## src/rtl/core/contour_gap_closing_3x3_assert.svh

```systemverilog
// assertion macros shared by the contour gap closing rtl
// expects signals named clk and rst in the scope where a macro is used
`ifndef CONTOUR_GAP_CLOSING_3X3_ASSERT_SVH
`define CONTOUR_GAP_CLOSING_3X3_ASSERT_SVH

// same-cycle implication
`define CGC_ASSERT_IMPL(label, cond, prop) \
  label: assert property (@(posedge clk) disable iff (rst) (cond) |-> (prop)) \
    else $error("cgc assertion failed");

// next-cycle implication
`define CGC_ASSERT_NEXT(label, cond, prop) \
  label: assert property (@(posedge clk) disable iff (rst) (cond) |=> (prop)) \
    else $error("cgc assertion failed");

`endif

```

## src/rtl/core/cgc_pkg.sv

```systemverilog
// shared types, constants and the gap test for the contour gap closing block
// no dependencies
`default_nettype none

package cgc_pkg;

  localparam int MAX_WIDTH_DEFAULT = 2048;
  localparam int QUEUE_DEPTH       = 4;
  localparam int PIX_W             = 8;
  localparam int CFG_WIDTH_W       = 12;
  localparam int CFG_HEIGHT_W      = 13;
  localparam int ROW_W             = 13;
  localparam int MIN_SIZE          = 3;
  localparam int HEIGHT_LIMIT      = 4096;
  localparam int WIDTH_RESET       = 640;
  localparam int HEIGHT_RESET      = 480;
  localparam int APB_ADDR_W        = 3;
  localparam int APB_DATA_W        = 32;

  localparam logic [PIX_W-1:0] FILL_VALUE = 8'd255;

  typedef enum logic {
    CMD_PIXEL = 1'b0,
    CMD_DRAIN = 1'b1
  } cmd_t;

  typedef enum logic {
    REG_IMAGE_WIDTH  = 1'b0,
    REG_IMAGE_HEIGHT = 1'b1
  } reg_idx_t;

  // per-item decisions made by the front end
  typedef struct packed {
    logic emit;
    logic interior;
    logic last;
  } item_flags_t;

  // back end status seen by the top level
  typedef struct packed {
    logic busy;
    logic advance;
  } back_status_t;

  // four directions, each tested against the three cells on the opposite side of the center pixel
  function automatic logic gap_found(
    input logic [PIX_W-1:0] nw, input logic [PIX_W-1:0] n,  input logic [PIX_W-1:0] ne,
    input logic [PIX_W-1:0] w,  input logic [PIX_W-1:0] e,
    input logic [PIX_W-1:0] sw, input logic [PIX_W-1:0] s,  input logic [PIX_W-1:0] se
  );
    logic bnw, bn, bne, bw, be, bsw, bs, bse;
    bnw = (nw != '0);
    bn  = (n  != '0);
    bne = (ne != '0);
    bw  = (w  != '0);
    be  = (e  != '0);
    bsw = (sw != '0);
    bs  = (s  != '0);
    bse = (se != '0);
    return (be  && (bnw || bw  || bsw)) ||
           (bne && (bw  || bsw || bs )) ||
           (bn  && (bsw || bs  || bse)) ||
           (bnw && (bs  || bse || be ));
  endfunction

endpackage

`default_nettype wire

```

## src/rtl/core/cgc_queue.sv

```systemverilog
// small fifo between the front end and the back end
// depends on cgc_pkg for the default depth
`default_nettype none

module cgc_queue import cgc_pkg::*; #(
  parameter int DATA_W = 16,
  parameter int DEPTH  = QUEUE_DEPTH,
  localparam int PW    = (DEPTH > 1) ? $clog2(DEPTH) : 1,
  localparam int CW    = $clog2(DEPTH + 1)
) (
  input  wire logic              clk,
  input  wire logic              rst,
  input  wire logic              push,
  input  wire logic [DATA_W-1:0] push_data,
  output logic                   full,
  input  wire logic              pop,
  output logic [DATA_W-1:0]      pop_data,
  output logic                   not_empty
);

  logic [DATA_W-1:0] entries [DEPTH];
  logic [PW-1:0]     wr_ptr;
  logic [PW-1:0]     rd_ptr;
  logic [CW-1:0]     count;
  logic              do_push;
  logic              do_pop;

  assign full      = (count == CW'(DEPTH));
  assign not_empty = (count != '0);
  assign pop_data  = entries[rd_ptr];
  assign do_push   = push && !full;
  assign do_pop    = pop && not_empty;

  always_ff @(posedge clk) begin
    if (do_push) begin
      entries[wr_ptr] <= push_data;
    end
  end

  always_ff @(posedge clk) begin
    if (rst) begin
      wr_ptr <= '0;
      rd_ptr <= '0;
      count  <= '0;
    end else begin
      if (do_push) begin
        wr_ptr <= (wr_ptr == PW'(DEPTH - 1)) ? '0 : wr_ptr + PW'(1);
      end
      if (do_pop) begin
        rd_ptr <= (rd_ptr == PW'(DEPTH - 1)) ? '0 : rd_ptr + PW'(1);
      end
      if (do_push && !do_pop) begin
        count <= count + CW'(1);
      end else if (do_pop && !do_push) begin
        count <= count - CW'(1);
      end
    end
  end

endmodule

`default_nettype wire

```

## config.mk

```make
export PLATFORM = sky130hd
export DESIGN_NAME = cgc_queue
export DESIGN_NICKNAME = d
export VERILOG_FILES = /design/src/rtl/core/contour_gap_closing_3x3_assert.svh /design/src/rtl/core/cgc_pkg.sv /design/src/rtl/core/cgc_queue.sv
export SDC_FILE = /design/constraint.sdc
export NUM_CORES = 1
export LEC_CHECK = 0
export BUFFER_PORTS_ARGS = -buffer_cell sky130_fd_sc_hd__buf_2
export CORE_ASPECT_RATIO = 1.25
export CORE_MARGIN = 1.5
export CORE_UTILIZATION = 47
export CTS_CLUSTER_DIAMETER = 100
export DETAILED_ROUTE_END_ITERATION = 10
export PLACE_DENSITY = 0.67
export SYNTH_ARGS = -nofsm -noshare
export SYNTH_HDL_FRONTEND = slang
export SYNTH_SLANG_ARGS = --single-unit
```

## constraint.sdc

```tcl
create_clock -name clk -period 2.61 [get_ports clk]
set_input_delay 0.6525 -clock clk [delete_from_list [all_inputs] [get_ports clk]]
set_output_delay 0.6525 -clock clk [all_outputs]
set_load 0.01 [all_outputs]
```

After elaboration in Yosys (flattened, before gate mapping)
Memories as Yosys holds them, arrays and structs flattened. A register that Yosys moved wholly into a read port is not among the register bits. Cells that the tools add are included.

Input port bits: 20. Bits in writable memories: 64. Memories kept: 1. Output and inout port bits: 18. Logic and storage cells: 28. Bits in registers: 7.

Memory list: entries (depth 4, bits a word 16, rd ports 1, clocked after Yosys merged registers in 1, write ports 1, line cgc_queue.sv:21) `logic [DATA_W-1:0] entries [DEPTH];`.

Mux-type cells: 8. Reduce and logical (&&, ||, !) cells: 9. Equal/unequal tests: 3. Add/subtract/negate cells: 4.

Operators with widths (count): $mux 2 (4); $mux 3 (2); $add 2x1->2 const B (2); $eq 2x2->1 const B (2); $logic_and 1x1->1 (4); $add 3x1->3 const B (1); $eq 3x3->1 const B (1); $logic_not 1->1 (3); $reduce_bool 3->1 (1); $sub 3x1->3 const B (1); $mux 1 (2); $reduce_bool 2->1 (1).

Depth between registers and ports, before layout
Word-level depth: 7. Mapped depth: 10. Depth with buffers taken out: 9.

Least setup slack after synthesis
No wires, ideal clock.

Path kind: input -> register. Start point: in push. End point: reg count[2]. Library setup time: 0.070 ns. Buffers on the path: 0. Setup slack: 0.447 ns. Required time: 2.540 ns. Stages: 8. Data arrival time: 2.093 ns. Path through: bufinv_8 -> nor2_2 -> ha_1 -> inv_1 -> fa_1 -> xor2_1 -> or3_1 -> a21oi_1.

Word-level cells in the longest chain between the ends: 4. Elaborated cells on any way between the ends: 6.

RTL lines: from (decl) (line cgc_queue.sv:13) `input wire logic push,`; $logic_and 1x1->1 * (line cgc_queue.sv:31) `assign do_push = push && !full;`; net do_push (line cgc_queue.sv:25) `logic do_push;`; $logic_not 1->1 (line cgc_queue.sv:54) `end else if (do_pop && !do_push) begin`; $logic_and 1x1->1 (line cgc_queue.sv:54); $reduce_bool 2->1 (no line); to (signal assigned) (line cgc_queue.sv:53) `count <= count + CW'(1);`; to (signal assigned) (line cgc_queue.sv:55) `count <= count - CW'(1);`; to (decl) (line cgc_queue.sv:24) `logic [CW-1:0] count;`.

The timed path passes the listed nets; every way through them passes the cells marked *. A chain may end at the register's enable or synchronous reset.

==> qor.yml <==
run_status:
  status: "finished, final reports clean"
timing:
  drv_slew: 0
  clock_skew_ps: 7.17
  fmax_mhz: 405
  min_period_over_period_pct: 94.6
  hold_violations: 0
  slew_headroom_pct: 41.4
  rsz0062_at_grt: "false"
  setup_ws_ps: 142
  final.setup.tns_ps: 0
  holdWs_ps: 511
  layout_min_cycle_time_ps: 2470
  finalSetupViolCount: 0
  worst_slew_pin_slew_ps: 879
placed_design:
  preCtsSetupSlack_ps: 179
  port_buffers: 37
  dp_cells: 236
  dp_hpwl_um: 3080
  place.gp.congestion: 0.740
die:
  die_w_um: 72.2
  boundaryPins: 38
  initial_utilization_pct: 48.6
  die-area_mm2: 0.00646
  core_mm2: 0.00578
  rows: 31
  die_y_um: 89.5
clock_network:
  clock-sinks: 73
  cts_setup_buffers: 0
  post_cts_resized: 0
  clockBufferDepth: 2
  cts_hold_buf: 0
  clk_latency_ps: 340
  path_clk_slew_ps: 70
  cts_made_buffers: 9
  cts_max_level: 3
  cts_tree: "yes"
  clockRootBuffer: "clkbuf_8"
synth:
  synth_cell_types: 26
  yosys_warnings: 0
  synth_enable_flop_cells: 64
  ys.flop_type: "edfxtp_1"
  async_reset_ff_share_pct: 0
  synthCells: 134
  syn_area_mm2: 0.00281
  syn_avg_cell_area_um2: 21.0
  synth_nets: 161
  ys_seq_area_share_pct: 74.8
  ys_ff_latch: 73
worst_setup_path:
  cp_num_buf_inv: 2
  start_kind: "flip-flop"
  worst-path-stages: 3
  worstPathRequired_ps: 1960
  worstPathArrival_ps: 1820
  critPathSlowestCell: "dfxtp_1"
  r2r-end: "count[2]"
  crit_fanout: 6
  reg2reg_setup_slack_ps: 340
  worstPathCellList: "buf_4 -> mux4_2 -> buf_2"
  critPathCaptureType: "output port"
  endpoint: "pop_data[6]"
  rr_startpoint: "count[0]"
  crit_family: "flip-flops"
  crit_type: "flip-flop to output port"
  r2r_cells: 9
  cpPeakStageDelay_ps: 540
routing:
  drtIter0Drc: 125
  first_pass_iters: 4
  dr_total_vias: 1355
  routed_wl_um: 4510
  post_drt_wl_per_cell_um: 17.9
  vias_per_cell: 5.38
  drtAntennaViolNets: 0
  drc: 0
layout:
  nets: 208
  syn_to_final_growth_pct: 16.0
  final_cells: 252
  final_cell_mix: "edfxtp_1, buf_2, mux4_2"
  antenna_cells: 0
  layout-drive-gt1-share_pct: 40.9
  fillers: 448
  layout_commonest_cell: "edfxtp_1"
power_and_ir_drop:
  power_density_mw_per_mm2: 918
  p_leak_nw: 1.17
  combPwrFrac_pct: 22.6
  clockPowerShare_pct: 27.4
  seqPwrFrac_pct: 50.0
  p_sw_uw: 803
  p_int_mw: 2.19
  vdd_ir_drop_max_uv: 504
  p_total_mw: 2.99
  swShare_pct: 26.8
global_routing:
  antenna_found_initial: 0
  grt_max_degree: 17
  grt_pass1_wl_um: 7300
  grt_usage_pct: 16.0
  grt_pass1_vias: 1554
  globalRouteOverflowTotal: 0
flow_run:
  drv_cap: 0
min_path:
  hold_class: "flip-flop to flip-flop"
==> worst reg2reg max path, cell delays in order, from the launching register on <==
cell      delay (ps)
dfxtp_1          440
or3b_1           310
clkinv_4          80
nor2_2           130
ha_1             200
inv_1             60
fa_1             370
xor2_1           160
or3_1            300
a21oi_1          150
==> area by class of cell <==
cell class              count  area, um2  area share, %
flip-flops and latches     73       2100           64.4
multi-input cells          50        632           19.4
repair buffers             42        223           6.83
clock buffers               9        124           3.80
well taps                  66       82.6           2.53
clock inverters             7       61.3           1.88
inverters                   5       37.5           1.15
==> stage by stage <==
stage | instance area [um2] | util (%)
after global routing | 3260 | 56.4
after CTS | 3260 | 56.4
final | 3260 | 56.4
after global placement | 3080 | 53.2
after detailed placement | 3080 | 53.2
after floorplan | 2810 | -
==> Yosys cell counts (2+ instances only) <==
cell type	count	area share, %
edfxtp_1	64	68
mux4_2	16	13
dfxtp_1	9	6.4
ha_1	6	2.7
and3_1	4	0.89
a21oi_1	3	0.53
inv_1	3	0.40
nor2_1	3	0.40
or3_1	3	0.67
buf_2	2	0.36
buf_6	2	0.80
mux2i_1	2	0.71
nand3_1	2	0.36
o31ai_2	2	0.89
xor2_1	2	0.62
==> sequential cells by signal (all words and copies together) (netlist names), named ones only <==
signal   count
count        3
entries     64
rd_ptr       2
wr_ptr       2
==> power groups by stage <==
stage / Sequential, mW / Combinational, mW / Clock [mW]
CTS: 1.50 / 0.697 / 0.835
floorplan: 1.48 / 0.505 / 0
detailed placement: 1.53 / 0.693 / 0
global route: 1.51 / 0.762 / 0.884
finish: 1.50 / 0.678 / 0.820
global placement: 1.51 / 0.672 / 0
==> cells by family after synthesis <==
logic type	Yosys count	share of synthesized area (%)
fa+ha+maj	7	3.38
flops	73	74.8
simple gates	16	3.16
compound gates	7	1.78
mux	18	13.5
xor+xnor	2	0.623
buf+inv	11	2.76
==> how the worst min path moves through the flow <==
stage / from / cells after the start / endpoint
finish: rd_ptr[0] / 2 / rd_ptr[0]
global route: push_data[9] / 1 / entries[1][9]
CTS: rd_ptr[0] / 2 / rd_ptr[0]
detailed placement: rd_ptr[0] / 2 / flip-flop
global placement: rd_ptr[0] / 2 / rd_ptr[0]
floorplan: rd_ptr[0] / 2 / flip-flop
==> per-layer routing <==
| metal | vias up | track usage (%) | wire [um] |
|---|---|---|---|
| li1 | 630 | - | - |
| met1 | 684 | 16.1 | 1710 |
| met2 | 33 | 29.8 | 2570 |
| met3 | 8 | 5.07 | 133 |
| met4 | 0 | 7.72 | 94 |
| met5 | - | 0 | 0 |
No activity file was read; power rests on OpenSTA's default activity.
