### config.mk
export PLATFORM = sky130hd
export DESIGN_NAME = cgc_front
export DESIGN_NICKNAME = d
export VERILOG_FILES = /design/src/rtl/core/contour_gap_closing_3x3_assert.svh /design/src/rtl/core/cgc_pkg.sv /design/src/rtl/core/cgc_front.sv
export SDC_FILE = /design/constraint.sdc
export NUM_CORES = 1
export LEC_CHECK = 0
export BUFFER_PORTS_ARGS = -buffer_cell sky130_fd_sc_hd__buf_2
export CAP_MARGIN = 5
export CORE_MARGIN = 2
export CORE_UTILIZATION = 46
export CTS_CLUSTER_SIZE = 30
export DETAILED_ROUTE_END_ITERATION = 12
export PLACE_DENSITY = 0.76
export SLEW_MARGIN = 15
export SYNTH_ARGS = -nofsm -noshare
export SYNTH_HDL_FRONTEND = slang
export SYNTH_SLANG_ARGS = --single-unit
### constraint.sdc
create_clock -name clk -period 6.6 [get_ports clk]
set_clock_uncertainty 0.05 [all_clocks]
set_input_delay 0.66 -clock clk [delete_from_list [all_inputs] [get_ports clk]]
set_output_delay 0.66 -clock clk [all_outputs]
set_load 0.02 [all_outputs]
### src/rtl/core/contour_gap_closing_3x3_assert.svh
// assertion macros shared by the contour gap closing rtl
// expects signals named clk and rst in the scope where a macro is used
`ifndef CONTOUR_GAP_CLOSING_3X3_ASSERT_SVH
`define CONTOUR_GAP_CLOSING_3X3_ASSERT_SVH

// same-cycle implication
`define CGC_ASSERT_IMPL(label, cond, prop) \
  label: assert property (@(posedge clk) disable iff (rst) (cond) |-> (prop)) \
    else $error("cgc assertion failed");

// next-cycle implication
`define CGC_ASSERT_NEXT(label, cond, prop) \
  label: assert property (@(posedge clk) disable iff (rst) (cond) |=> (prop)) \
    else $error("cgc assertion failed");

`endif

### src/rtl/core/cgc_pkg.sv
// shared types, constants and the gap test for the contour gap closing block
// no dependencies
`default_nettype none

package cgc_pkg;

  localparam int MAX_WIDTH_DEFAULT = 2048;
  localparam int QUEUE_DEPTH       = 4;
  localparam int PIX_W             = 8;
  localparam int CFG_WIDTH_W       = 12;
  localparam int CFG_HEIGHT_W      = 13;
  localparam int ROW_W             = 13;
  localparam int MIN_SIZE          = 3;
  localparam int HEIGHT_LIMIT      = 4096;
  localparam int WIDTH_RESET       = 640;
  localparam int HEIGHT_RESET      = 480;
  localparam int APB_ADDR_W        = 3;
  localparam int APB_DATA_W        = 32;

  localparam logic [PIX_W-1:0] FILL_VALUE = 8'd255;

  typedef enum logic {
    CMD_PIXEL = 1'b0,
    CMD_DRAIN = 1'b1
  } cmd_t;

  typedef enum logic {
    REG_IMAGE_WIDTH  = 1'b0,
    REG_IMAGE_HEIGHT = 1'b1
  } reg_idx_t;

  // per-item decisions made by the front end
  typedef struct packed {
    logic emit;
    logic interior;
    logic last;
  } item_flags_t;

  // back end status seen by the top level
  typedef struct packed {
    logic busy;
    logic advance;
  } back_status_t;

  // four directions, each tested against the three cells on the opposite side of the center pixel
  function automatic logic gap_found(
    input logic [PIX_W-1:0] nw, input logic [PIX_W-1:0] n,  input logic [PIX_W-1:0] ne,
    input logic [PIX_W-1:0] w,  input logic [PIX_W-1:0] e,
    input logic [PIX_W-1:0] sw, input logic [PIX_W-1:0] s,  input logic [PIX_W-1:0] se
  );
    logic bnw, bn, bne, bw, be, bsw, bs, bse;
    bnw = (nw != '0);
    bn  = (n  != '0);
    bne = (ne != '0);
    bw  = (w  != '0);
    be  = (e  != '0);
    bsw = (sw != '0);
    bs  = (s  != '0);
    bse = (se != '0);
    return (be  && (bnw || bw  || bsw)) ||
           (bne && (bw  || bsw || bs )) ||
           (bn  && (bsw || bs  || bse)) ||
           (bnw && (bs  || bse || be ));
  endfunction

endpackage

`default_nettype wire

### src/rtl/core/cgc_front.sv
// front end: raster counters, drain handling and per-item classification
// depends on cgc_pkg
`default_nettype none

module cgc_front import cgc_pkg::*; #(
  parameter int MAX_WIDTH = MAX_WIDTH_DEFAULT,
  localparam int AW       = $clog2(MAX_WIDTH),
  localparam int WD_W     = $clog2(MAX_WIDTH + 1)
) (
  input  wire logic                    clk,
  input  wire logic                    rst,
  input  wire logic                    restart,
  input  wire logic [CFG_WIDTH_W-1:0]  image_width,
  input  wire logic [CFG_HEIGHT_W-1:0] image_height,
  input  wire logic                    item_valid,
  output logic                         item_stall,
  input  wire logic                    cmd,
  input  wire logic [PIX_W-1:0]        pixel_in,
  output logic                         push,
  output logic [PIX_W-1:0]             push_pixel,
  output logic [AW-1:0]                push_col,
  output item_flags_t                  push_flags,
  input  wire logic                    q_full
);

  localparam int CMP_W = (WD_W > CFG_WIDTH_W) ? WD_W : CFG_WIDTH_W;

  logic [CMP_W-1:0] width_ext;
  logic [WD_W-1:0]  wd;
  logic [ROW_W-1:0] ht;
  logic [AW-1:0]    col;
  logic [AW-1:0]    col_next;
  logic [ROW_W-1:0] row;
  logic [ROW_W-1:0] row_next;
  logic             accept;
  logic             is_drain;
  logic             drop;
  logic             start_new;
  logic [AW-1:0]    c_use;
  logic [ROW_W-1:0] r_use;
  logic [WD_W-1:0]  c_inc;
  logic             row_end;

  assign width_ext = CMP_W'(image_width);

  always_comb begin
    if (width_ext < CMP_W'(MIN_SIZE)) begin
      wd = WD_W'(MIN_SIZE);
    end else if (width_ext > CMP_W'(MAX_WIDTH)) begin
      wd = WD_W'(MAX_WIDTH);
    end else begin
      wd = WD_W'(width_ext);
    end
    if (image_height < CFG_HEIGHT_W'(MIN_SIZE)) begin
      ht = ROW_W'(MIN_SIZE);
    end else if (image_height > CFG_HEIGHT_W'(HEIGHT_LIMIT)) begin
      ht = ROW_W'(HEIGHT_LIMIT);
    end else begin
      ht = ROW_W'(image_height);
    end
  end

  assign item_stall = q_full;
  assign accept     = item_valid && !q_full;
  assign is_drain   = (cmd == CMD_DRAIN);
  // drain ticks only count once the frame's pixels are all in
  assign drop       = is_drain && (row < ht);
  // a pixel after the frame end starts the next frame
  assign start_new  = !is_drain && (row >= ht);
  assign c_use      = start_new ? '0 : col;
  assign r_use      = start_new ? '0 : row;
  assign c_inc      = WD_W'(c_use) + WD_W'(1);
  assign row_end    = (c_inc >= wd);

  assign push       = accept && !drop;
  assign push_pixel = is_drain ? '0 : pixel_in;
  assign push_col   = c_use;

  always_comb begin
    push_flags.emit     = (r_use >= ROW_W'(2)) ||
                          ((r_use == ROW_W'(1)) && (c_use >= AW'(1)));
    push_flags.interior = (c_use >= AW'(2)) && (r_use >= ROW_W'(2)) &&
                          (r_use <= ht - ROW_W'(1));
    push_flags.last     = (r_use == ht + ROW_W'(1)) && (c_use == '0);
  end

  always_comb begin
    col_next = col;
    row_next = row;
    if (restart) begin
      col_next = '0;
      row_next = '0;
    end else if (push) begin
      if (push_flags.last) begin
        col_next = '0;
        row_next = '0;
      end else if (row_end) begin
        col_next = '0;
        row_next = r_use + ROW_W'(1);
      end else begin
        col_next = c_inc[AW-1:0];
        row_next = r_use;
      end
    end
  end

  always_ff @(posedge clk) begin
    if (rst) begin
      col <= '0;
      row <= '0;
    end else begin
      col <= col_next;
      row <= row_next;
    end
  end

endmodule

`default_nettype wire

---- After elaboration in Yosys (flattened, before gate mapping) ----
Index checks and enable logic that the tools add are counted.
storage, ports and cells
  register bits after elaboration ......... 24
  bits of input ports ..................... 39
  output and inout bits ................... 24
operators by class
  $add $sub $neg .......................... 4
  $lt $le $gt $ge ......................... 11
  equality and inequality tests ........... 2
  mux-type cells .......................... 11
  reductions and logical operators ........ 14
operators by type and width
  cell                   number
  $mux 13                5
  $mux 11                3
  $add 13x1->13 const B  2
  $mux 12                2
  $eq 13x1->1 const B    1
  $eq 13x13->1           1
  $ge 13x13->1           1
  $ge 13x2->1 const B    1
  $gt 13x13->1 const B   1
  $le 13x13->1           1
  $lt 13x13->1           1
  $lt 13x2->1 const B    1
  $sub 13x1->13 const B  1
  $add 11x1->12 const B  1
  $ge 12x12->1           1
  $gt 12x12->1 const B   1
  $lt 12x2->1 const B    1
  $ge 11x1->1 const B    1
  $ge 11x2->1 const B    1
  $logic_not 11->1       1
  $logic_and 1x1->1      8
  $mux 8                 1
  $logic_not 1->1        3
  $reduce_or 2->1        1
  $logic_or 1x1->1       1

---- Longest topological paths before layout ----
Gate-level depths: netlist of the first run.
  word-level depth ........................ 10
  depth in mapped cells ................... 34
  depth with buffers taken out ............ 28

---- Least setup slack after synthesis of the first run ----
Ideal clock, no wire load.
  kind .................................... input to register
  from .................................... input image_height[3]
  to ...................................... register row[3]
  setup time .............................. 117 ps
  data arrival time ....................... 7019 ps
  data required time ...................... 6433 ps
  path slack .............................. -586 ps
  cell stages on the path ................. 32
  buffers on the path ..................... 6
  path through ............................ buf_2 nor3_1 nand2_1 nor4_1 o21ai_0 ha_1 nor2b_1 o211ai_1 a31o_1 and3_4 buf_6 buf_6 clkbuf_1 buf_1 nand2_1 inv_1 ha_1 nand3_1 nor4_1 nand3_1 xor2_1 nor2_1 ha_1 or4_1 a221oi_1 o31a_1 or2_2 clkbuf_1 nor2_1 nand3_1 xnor2_1 a22o_1
on the way
  word-level cells in the longest chain between the ends .. 10
  elaborated cells on any way between the ends .. 21
  classes of those cells .................. add/sub (3); order compare (5); eq/ne (1); mux (6); reduce/logical (6)
RTL lines
  element               RTL line          text
  start, declared       cgc_front.sv:14   input wire logic [CFG_HEIGHT_W-1:0] image_height,
  $gt 13x13->1          cgc_front.sv:56   end else if (image_height > CFG_HEIGHT_W'(HEIGHT_LIMIT)) begin
  $mux 13               cgc_front.sv:56
  $mux 13 *             cgc_front.sv:54   if (image_height < CFG_HEIGHT_W'(MIN_SIZE)) begin
  $ge 13x13->1 *        cgc_front.sv:69   assign start_new = !is_drain && (row >= ht);
  $logic_and 1x1->1 *   cgc_front.sv:69
  $mux 11 *             cgc_front.sv:70   assign c_use = start_new ? '0 : col;
  via push_col[0]       cgc_front.sv:21   output logic [AW-1:0] push_col,
  $add 11x1->12         cgc_front.sv:72   assign c_inc = WD_W'(c_use) + WD_W'(1);
  $ge 12x12->1          cgc_front.sv:73   assign row_end = (c_inc >= wd);
  $mux 13               cgc_front.sv:97   end else if (row_end) begin
  $mux 13 *             cgc_front.sv:94   if (push_flags.last) begin
  end signal, assigned  cgc_front.sv:113  row <= row_next;
  end, declared         cgc_front.sv:33   logic [ROW_W-1:0] row;
The timed path passes the listed nets; every way through them passes the cells marked *.
A chain may end at the register's enable or synchronous reset.

---- Final worst setup path of the first run ----
  from .................................... input image_height[7]
  to ...................................... register row[10]
on the way
  word-level cells in the longest chain between the ends .. 10
  elaborated cells on any way between the ends .. 21
  classes of those cells .................. add/sub (3); order compare (5); eq/ne (1); mux (6); reduce/logical (6)
RTL lines
  element            RTL line
  $gt 13x13->1       cgc_front.sv:56
  $mux 13            cgc_front.sv:56
  $mux 13 *          cgc_front.sv:54
  $ge 13x13->1       cgc_front.sv:69
  $logic_and 1x1->1  cgc_front.sv:69
  $mux 11            cgc_front.sv:70
  $add 11x1->12      cgc_front.sv:72
  $ge 12x12->1       cgc_front.sv:73
  $mux 13            cgc_front.sv:97
  $mux 13            cgc_front.sv:94
Mark *: on every way between the ends. The rest lies on a longest branch, timed or not.

==> results of run 1 <==
-- synthesized netlist by cell type (12+ instances only) --
master    count  area (um^2)
nand4_1      17          106
nand2_1      67          251
dfxtp_1      24          480
inv_1        26         97.6
nor2b_1      13         81.3
nand3_1      30          150
nor2_1       53          199
a21oi_1      22          110
ha_1         47          588
clkbuf_1     12         45.0
o21ai_0      19         95.1
xnor2_1      17          149
-- cell type report --
type                    count  area share (%)
clock buffers               3           0.999
clock inverters             1           0.727
inverters                  28            2.54
multi-input cells         435            72.4
flip-flops and latches     24            11.6
well taps                 102            3.09
repair buffers             67            8.60
-- through the flow --
step	worst slack (ns)	hold slack (ns)	util (%)	instance area, um^2	instances
finish	0.463	0.488	53.5	4130	660
floorplan	0.0546	0.435	-	3710	515
global route	0.0112	0.529	53.5	4130	660
global placement	0.411	0.469	52.2	4030	656
detailed placement	0.179	0.479	52.2	4030	656
CTS	0.201	0.492	53.1	4100	660
-- metal layers --
layer | global-route usage [%] | wire length [um] | vias up | share of wire, %
met5 | 0 | 0 | - | 0
met4 | 9.19 | 353 | 0 | 3.2
met3 | 2.01 | 546 | 36 | 4.9
met2 | 46.5 | 5480 | 162 | 49
met1 | 30.9 | 4730 | 1856 | 43
li1 | - | - | 1964 | -
-- worst max-delay path: cells and delay by family --
kind                     cells  cell delay, ns
buffers and inverters        3            0.44
AO/OA/AOI/OAI                6            1.30
adder cells (fa/ha/maj)      3            0.75
AND/OR/NAND/NOR             13            2.84
XOR/XNOR                     2            0.28
-- placed cells by master (no fill, tap or decap), types with 18 or more instances in the layout --
master   count
nand3_1     30
buf_2       62
a21oi_1     22
nor2_1      52
ha_1        47
inv_1       25
o21ai_0     18
nand2_1     66
dfxtp_1     24
-- registers in the layout, indices dropped and copies added, names as in the netlist --
signal / cells
row: 13
col: 11
-- worst min-delay path by stage --
stage | slack, ns | endpoint | cells past startpoint
floorplan | 0.43 | col[3]$_SDFFE_PP0P_ | 2
global placement | 0.47 | col[3]$_SDFFE_PP0P_ | 2
detailed placement | 0.48 | col[3]$_SDFFE_PP0P_ | 2
CTS | 0.49 | col[3]$_SDFFE_PP0P_ | 2
global route | 0.53 | col[3]$_SDFFE_PP0P_ | 2
finish | 0.49 | col[3]$_SDFFE_PP0P_ | 2
-- where the power goes --
| group | total, mW | switching, mW | internal, mW |
|---|---|---|---|
| Sequential | 0.145 | 0.000247 | 0.145 |
| Combinational | 0.119 | 0.0729 | 0.0465 |
| Clock | 0.133 | 0.0514 | 0.0812 |
| Total | 0.397 | 0.124 | 0.273 |
-- logic make-up after synthesis --
logic type	share of synthesized area [%]
xor gates and xnor gates	7.16
muxes	0.577
AOI/OAI and AO/OA	21.6
DFF	13.0
and+or+nand+nor	34.6
buffers and inverters	7.10
adders and majority gates	16.0
==> key figures, run 1 <==
Run status
  – Status: finished, final reports clean

Finish
  – FILL cells: between 700 and 800
  – Share of post-route cells with drive strength above 1: 17.6%
  – Nets: 645
  – Multi-input logic area: approximately 3000 um^2
  – # diodes: 0
  – Reg area: 480 um^2
  – Area growth, synth to finish: 12.1%

Place
  – # port buffers: 62
  – Post-DP HPWL: 8870 um
  – Placer Congestion: roughly 0.9

STA
  – Min Tclk post-route: 6.14 ns
  – Pin slew with the least headroom to its limit: 1.11 ns
  – Fin crit share: 93.0%
  – Final setup viols: 0
  – Max-slew violations: 0
  – RSZ-0062 raised after global routing: false
  – Setup TNS: 0 ns
  – Slew headroom: between 20% and 30%
  – Hold Vio Cnt, Final: 0
  – Achievable Freq: 0.163 GHz

Clock tree
  – Resized Gates After CTS: 0
  – Clk root buf: clkbuf_8
  – Clock slew at reported path FFs: around 0.1 ns
  – Hold_buf cts: 0
  – Cts bufs inserted: 3
  – Post-CTS setup buffers: 0
  – TritonCTS clock tree: built
  – H-tree Lvls: 1
  – Clk Latency, worst-skew pair: 0.28 ns
  – Clk sinks: 24
  – Maximum root-to-sink buffer count: 2

Hold path
  – Hold wc startpoint: col[3]$_SDFFE_PP0P_
  – Hold crit path type: register to register

Setup path
  – Critical-path maximum fanout: 10
  – Worst R2R Setup Slack: 1.39 ns
  – FF-to-FF End: row[10]$_SDFFE_PP0P_
  – WP data required: slightly below 7 ns
  – Crit path from: image_height[7]
  – CP max-delay cell: or4_1
  – Critical Path Max Stage Delay: 0.48 ns
  – Worst r2r path cells: 23
  – Crit path DAT: 6.27 ns
  – Crit Reg-Reg Startpoint: row[1]$_SDFFE_PP0P_
  – Critical path class: input port to register
  – Worst Setup EP: row[10]$_SDFFE_PP0P_
  – Startpoint types: input port
  – Crit end category: register

Synthesis
  – Syn avg cell area: 7.15 um^2
  – Synth Flop Type: dfxtp_1
  – Post-Synthesis Net Count: 601
  – Async S/R FF share, synth: 0%
  – Synth warn: 0
  – #FFs+latches synth: 24
  – Number of synthesized flops with an enable pin: 0
  – Cell count after synthesis: 515
  – Post-Syn Area: 3680 um^2
  – Seq/Total Area, Yosys: 13.0%
  – Netlist cell types: 66

Global route
  – Initial antenna violation count: 0
  – Global-route wire length before repair: 18000 um
  – Total gr overflow: 0
  – Number of global-route vias before repair: 3866
  – GRT Overall Usage: 25.4%
  – Largest net degree at the start of global routing: around 40

Routing
  – Wire length per cell: 16.8 um
  – Starting DRT DRC Count: ~300
  – Drt total wl: roughly 11000 um
  – ANT nets after route: 0
  – Drt pass-1 iters: 5
  – Vias: 4018
  – Avg Vias per Cell: 6.09
  – Residual DRC: 0

Floorplanning
  – Die width: between 90 and 100 um
  – Num ports: 63
  – Starting Density: between 40% and 50%
  – Die Footprint: 8740 um^2
  – Row cnt: 32
  – Core ar.: 7730 um^2
  – Die Height: 93.5 um

Run
  – Max-cap violation count: 0

Power
  – Pwr dens: 96.1 nW/um^2
  – VDD IR max: 0.0688 mV
  – Tot Pwr: 0.397 mW
  – Pleak: 1.82 nW
Power figures use the tool's default switching activity.
==> run 2, diff against run 1 <==
--- a/config.mk
+++ b/config.mk
@@ -8,10 +8,10 @@
 export BUFFER_PORTS_ARGS = -buffer_cell sky130_fd_sc_hd__buf_2
 export CAP_MARGIN = 5
 export CORE_MARGIN = 2
-export CORE_UTILIZATION = 46
+export CORE_UTILIZATION = 50
 export CTS_CLUSTER_SIZE = 30
 export DETAILED_ROUTE_END_ITERATION = 12
-export PLACE_DENSITY = 0.76
+export PLACE_DENSITY = 0.81
 export SLEW_MARGIN = 15
 export SYNTH_ARGS = -nofsm -noshare
 export SYNTH_HDL_FRONTEND = slang
==> key figures, run 2 (synthesis results as in run 1) <==
Run status
  – Status: finished, final reports clean

Clock tree
  – TritonCTS clock tree: built
  – Maximum root-to-sink buffer count: 2 (unchanged)
  – Clk root buf: clkbuf_8
  – Cts bufs inserted: 3 (unchanged)
  – Clk Latency, worst-skew pair: 0.27 ns (about the same)
  – Clk sinks: 24 (unchanged)
  – Post-CTS setup buffers: 0 (unchanged)
  – Clock slew at reported path FFs: 0.09 ns (about the same)
  – Hold_buf cts: 0 (unchanged)
  – H-tree Lvls: 1 (unchanged)
  – Resized Gates After CTS: 0 (unchanged)

Hold path
  – Hold wc startpoint: col[3]$_SDFFE_PP0P_
  – Hold EP: col[3]$_SDFFE_PP0P_
  – Hold crit path type: register to register
  – Hold path depth: 2 (unchanged)

Finish
  – Area growth, synth to finish: 11.7%
  – Largest register by flop count: row
  – Most frequent cells in the layout: nand2_1 (67), buf_2 (62), nor2_1 (53)
  – Nets: 646 (+0.16%)
  – # diodes: 0 (unchanged)
  – Max reg flops: 13 (unchanged)
  – Share of post-route cells with drive strength above 1: 17.0% (-0.57 points)
  – Commonest non-fill, non-tap cell in the layout: nand2_1
  – Biggest regs: row: 13 flops, col: 11 flops
  – FILL cells: 685 (-13%)
  – Finished Cell Area: 4120 um^2 (-0.33%)

Floorplanning
  – Core ar.: 7180 um^2 (-7.1%)
  – Row cnt: 31 (-3.1%)
  – Starting Density: 51.4% (+3.7 points)
  – Num ports: 63 (unchanged)
  – Die width: 89.8 um (-3.9%)
  – Die Height: 89.8 um (-3.9%)
  – Die Footprint: 8070 um^2 (-7.7%)

Global route
  – GRT Overall Usage: 26.0% (+0.62 points)
  – Total gr overflow: 0 (unchanged)
  – Number of global-route vias before repair: 3767 (-2.6%)
  – Largest net degree at the start of global routing: 41 (unchanged)
  – Global-route wire length before repair: 17800 um (-1.4%)
  – Initial antenna violation count: 0 (unchanged)

Setup path
  – Critical path class: input port to output pin
  – Worst r2r path cells: 23 (unchanged)
  – Crit Reg-Reg Startpoint: row[12]$_SDFFE_PP0P_
  – Crit path DAT: 5.59 ns (-0.68 ns)
  – Startpoint types: input port
  – Worst R2R Setup Slack: 1.46 ns (+0.07 ns)
  – FF-to-FF End: row[7]$_SDFFE_PP0P_
  – Crit end category: output pin
  – Critical-path maximum fanout: 40 (+30)
  – WP data required: 5.89 ns (-0.84 ns)

Place
  – Dpl cell area: 4030 um^2 (about the same)
  – Placer Congestion: 0.976 (+7.9%)
  – # port buffers: 62 (unchanged)
  – Post-DP HPWL: 8610 um (-2.9%)

Routing
  – Starting DRT DRC Count: 247 (-18%)
  – Drt pass-1 iters: 5 (unchanged)
  – Avg Vias per Cell: 6.13 (+0.73%)
  – Vias: 4035 (+0.42%)
  – Routed met3 length: 580 um (+6.2%)
  – Drt total wl: 10800 um (-2.9%)
  – ANT nets after route: 0 (unchanged)
  – Wire length per cell: 16.4 um (-2.6%)
  – M1 wire length: 4560 um (-3.6%)
  – Routed wl met2: 5350 um (-2.4%)
  – Residual DRC: 0 (unchanged)
  – Top Metal Used: met4

Power
  – Pwr dens: 95.6 nW/um^2 (-0.52%)
  – VDD IR max: 0.104 mV (+52%)
  – Tot Pwr: 0.394 mW (-0.85%)
  – Pleak: 1.83 nW (about the same)

STA
  – Slew headroom: 26.6% (+0.72 points)
  – Min Tclk post-route: 6.30 ns (+0.161 ns)
  – Hold Vio Cnt, Final: 0 (unchanged)
  – Pin slew with the least headroom to its limit: 1.10 ns (-0.0108 ns)
  – Max-slew violations: 0 (unchanged)
  – Fin crit share: 95.4% (+2.4 points)
  – Final setup viols: 0 (unchanged)
  – Achievable Freq: 0.159 GHz (-2.6%)

Run
  – Max-cap violation count: 0 (unchanged)
## run 2: cell types whose count changed in the layout (fill, tap and decap cells not counted), sizes merged
cell	before	now
buf	67	68
## run 2: through the flow
step	worst slack [ns]	hold slack, ns	TNS [ns]	instances	utilization [%]
after global routing	-0.0207	0.528	-0.0412	658	57.4
after global placement	0.450	0.467	0	654	56.2
after floorplan	0.0546	0.435	0	515	-
after detailed placement	0.288	0.478	0	654	56.2
final	0.301	0.491	0	658	57.4
after CTS	0.257	0.491	0	658	57.2
## run 2: where the power goes
group          internal (mW)  total, mW  switching, mW
Combinational         0.0467      0.118         0.0716
Sequential             0.145      0.145       0.000241
Clock                 0.0812      0.130         0.0492
Total                  0.273      0.394          0.121
## run 2: how the worst max path moves through the flow
stage | from | to
final | image_height[3] | push_flags[1]
after global routing | image_height[3] | row[7]$_SDFFE_PP0P_
after CTS | image_height[3] | push_flags[1]
after detailed placement | image_height[3] | row[7]$_SDFFE_PP0P_
after global placement | image_height[3] | push_flags[1]
after floorplan | image_height[3] | row[3]$_SDFFE_PP0P_
## run 2: critical path, stage by stage
cell and delay (ns):
buf_2 0.17, nor3_1 0.28, nand2_1 0.21, nor4_4 0.34, o21ai_1 0.20, ha_1 0.33
nor2b_1 0.13, o211ai_1 0.18, a31o_1 0.24, and3_4 0.23, buf_6 0.30, nand2_1 0.15
inv_2 0.13, ha_1 0.25, nor2b_1 0.14, o21a_1 0.16, o21a_1 0.17, o21a_1 0.16
o21ai_0 0.15, nand2b_1 0.08, a21oi_1 0.14, o21ai_0 0.13, a221oi_1 0.42, buf_2 0.24
## run 2: per-layer routing
metal / track usage, % / vias to the layer above
li1: - / 1962
met3: 2.93 / 27
met1: 32.6 / 1885
met2: 45.9 / 161
met4: 10.0 / 0
met5: 0 / -
## run 2: final cells by class
| type | instances | area, um^2 | area share (%) |
|---|---|---|---|
| inverters | 28 | 105 | 2.55 |
| repair buffers | 68 | 359 | 8.72 |
| multi-input cells | 435 | 2980 | 72.3 |
| flip-flops and latches | 24 | 480 | 11.7 |
| clock buffers | 3 | 41.3 | 1.00 |
| well taps | 99 | 124 | 3.01 |
| clock inverters | 1 | 30.0 | 0.729 |
==> run 3, diff against run 2 <==
--- a/config.mk
+++ b/config.mk
@@ -7,11 +7,12 @@
 export LEC_CHECK = 0
 export BUFFER_PORTS_ARGS = -buffer_cell sky130_fd_sc_hd__buf_2
 export CAP_MARGIN = 5
+export CORE_ASPECT_RATIO = 1.2
 export CORE_MARGIN = 2
 export CORE_UTILIZATION = 50
 export CTS_CLUSTER_SIZE = 30
 export DETAILED_ROUTE_END_ITERATION = 12
-export PLACE_DENSITY = 0.81
+export PLACE_DENSITY = 0.73
 export SLEW_MARGIN = 15
 export SYNTH_ARGS = -nofsm -noshare
 export SYNTH_HDL_FRONTEND = slang
==> key figures, run 3 (synthesis results as in run 1) <==
Run status
  – Status: finished, final reports clean

Finish
  – Most frequent cells in the layout: nand2_1 (67), buf_2 (62), nor2_1 (52)
  – Commonest non-fill, non-tap cell in the layout: nand2_1
  – Max reg flops: 13 (unchanged)
  – Area growth, synth to finish: 11.3%
  – Biggest regs: row: 13 flops, col: 11 flops
  – # diodes: 0 (unchanged)
  – Share of post-route cells with drive strength above 1: 17.6% (+0.65 points)
  – Largest register by flop count: row
  – Nets: 649 (+0.46%)
  – FILL cells: 706 (+3.1%)

Power
  – Pwr dens: 86.2 nW/um^2 (-9.8%)
  – VDD IR max: 0.0554 mV (-47%)
  – Pleak: 1.83 nW (about the same)

Place
  – # port buffers: 62 (unchanged)
  – Post-DP HPWL: 8840 um (+2.7%)
  – Pre-CTS setup slack: 0.175 ns (-0.113 ns)
  – Placer Congestion: 0.941 (-3.5%)

Floorplanning
  – Die Footprint: 8080 um^2 (about the same)
  – Starting Density: 51.3% (-0.098 points)
  – Die width: 82.4 um (-8.3%)
  – Core ar.: 7190 um^2 (+0.19%)
  – Die Height: 98.0 um (+9.1%)
  – Row cnt: 34 (+9.7%)
  – Num ports: 63 (unchanged)

STA
  – Setup TNS: 0 ns (unchanged)
  – Pin slew with the least headroom to its limit: 1.15 ns (+0.0505 ns)
  – Setup ws final: 0.398 ns (+0.0967 ns)
  – Hold Slack: 0.477 ns (-0.0144 ns)
  – Final setup viols: 0 (unchanged)
  – Fin crit share: 94.0% (-1.5 points)
  – Max-slew violations: 0 (unchanged)
  – Min Tclk post-route: 6.20 ns (-0.0967 ns)
  – Achievable Freq: 0.161 GHz (+1.6%)
  – Hold Vio Cnt, Final: 0 (unchanged)
  – Slew headroom: 23.3% (-3.4 points)

Setup path
  – Crit Reg-Reg Startpoint: row[12]$_SDFFE_PP0P_
  – Worst R2R Setup Slack: 1.35 ns (-0.11 ns)
  – Worst r2r path cells: 23 (unchanged)
  – Startpoint types: input port
  – Crit path from: image_height[3]
  – FF-to-FF End: row[10]$_SDFFE_PP0P_
  – Critical-path maximum fanout: 10 (-75%)
  – Critical path class: input port to register
  – Crit end category: register
  – Crit path DAT: 6.32 ns (+0.73 ns)
  – WP data required: 6.72 ns (+0.83 ns)

Routing
  – Avg Vias per Cell: 6.17 (+0.67%)
  – ANT nets after route: 0 (unchanged)
  – Vias: 4019 (-0.40%)
  – Drt total wl: 11000 um (+2.0%)
  – Residual DRC: 0 (unchanged)
  – Drt pass-1 iters: 4 (-1)
  – Starting DRT DRC Count: 218 (-12%)
  – Wire length per cell: 16.9 um (+3.1%)

Clock tree
  – Hold_buf cts: 0 (unchanged)
  – Clk Latency, worst-skew pair: 0.27 ns (about the same)
  – Maximum root-to-sink buffer count: 2 (unchanged)
  – Clk root buf: clkbuf_8
  – H-tree Lvls: 1 (unchanged)
  – Clock slew at reported path FFs: 0.08 ns (about the same)
  – TritonCTS clock tree: built
  – Clk sinks: 24 (unchanged)
  – Cts bufs inserted: 3 (unchanged)

Global route
  – Largest net degree at the start of global routing: 24 (-41%)
  – Number of global-route vias before repair: 3823 (+1.5%)
  – Initial antenna violation count: 0 (unchanged)
  – Global-route wire length before repair: 17700 um (-0.47%)
  – GRT Overall Usage: 27.4% (+1.4 points)
  – Total gr overflow: 0 (unchanged)

Hold path
  – Hold wc startpoint: col[3]$_SDFFE_PP0P_
  – Hold path depth: 2 (unchanged)
  – Hold EP: col[3]$_SDFFE_PP0P_
  – Hold crit path type: register to register

Run
  – Max-cap violation count: 0 (unchanged)
run 3: changes by cell type in the layout (fill, tap and decap cells not counted), sizes merged:
cell,previous run,this run
buf,68,71
bufinv,1,0
run 3: final cells by class:
cell class / count / area, um^2 / share of cell area (%)
Clock buffer: 3 / 41.3 / 1.01
Timing Repair Buffer: 71 / 378 / 9.21
Multi-Input combinational cell: 435 / 2990 / 72.8
Sequential cell: 24 / 480 / 11.7
Tap cell: 90 / 113 / 2.74
Inverter: 28 / 105 / 2.56
run 3: worst max path at each step:
stage	endpoint	slack [ns]	depth (start not counted)
finish	row[10]$_SDFFE_PP0P_	0.40	28
global route	row[10]$_SDFFE_PP0P_	-0.008	28
CTS	row[10]$_SDFFE_PP0P_	0.41	28
detailed placement	row[10]$_SDFFE_PP0P_	0.17	28
global placement	row[10]$_SDFFE_PP0P_	0.35	28
floorplan	row[3]$_SDFFE_PP0P_	0.05	32
run 3: stage by stage:
| stage | total power, mW | utilization, % | cell area [um^2] | std cells |
|---|---|---|---|---|
| after floorplan | 0.229 | - | 3710 | 515 |
| after global placement | 0.262 | 56.1 | 4030 | 646 |
| after detailed placement | 0.265 | 56.1 | 4030 | 646 |
| after CTS | 0.351 | 56.6 | 4070 | 649 |
| after global routing | 0.370 | 57.1 | 4100 | 651 |
| final | 0.354 | 57.1 | 4100 | 651 |
run 3: per-layer routing:
metal	wire length, um	up-vias	GRT usage [%]
met5	0	-	0
met4	475	0	12.2
met3	530	32	2.87
met2	5540	153	48.6
met1	4460	1869	32.2
li1	-	1965	-
run 3: where the power goes:
group          switching, mW  internal [mW]  leakage, nW
Sequential          0.000218          0.145        0.193
Combinational         0.0726         0.0469         1.61
Clock                 0.0482         0.0409       0.0216
run 3: critical path: stages:
cell      delay (ns)
buf_2           0.18
nor3_2          0.23
nand2_1         0.18
nor4_4          0.32
o21ai_1         0.19
ha_1            0.32
nor2b_1         0.14
o211ai_1        0.20
a31o_1          0.24
and3_4          0.24
nand2_1         0.12
inv_2           0.11
ha_1            0.23
nand3_1         0.22
nor4_4          0.39
nand3_1         0.15
xor2_1          0.15
nor2_1          0.07
ha_1            0.23
or4_1           0.47
a221oi_1        0.23
o31a_1          0.26
nor4_1          0.08
buf_4           0.16
nand3_1         0.12
nor2_1          0.06
xor2_1          0.14
a22o_1          0.19
run 3: what timing repair did:
item                                    in CTS  in global routing
endpoints found under the setup margin       0                  3
buffers inserted                             0                  2
resized for setup                            0                  3
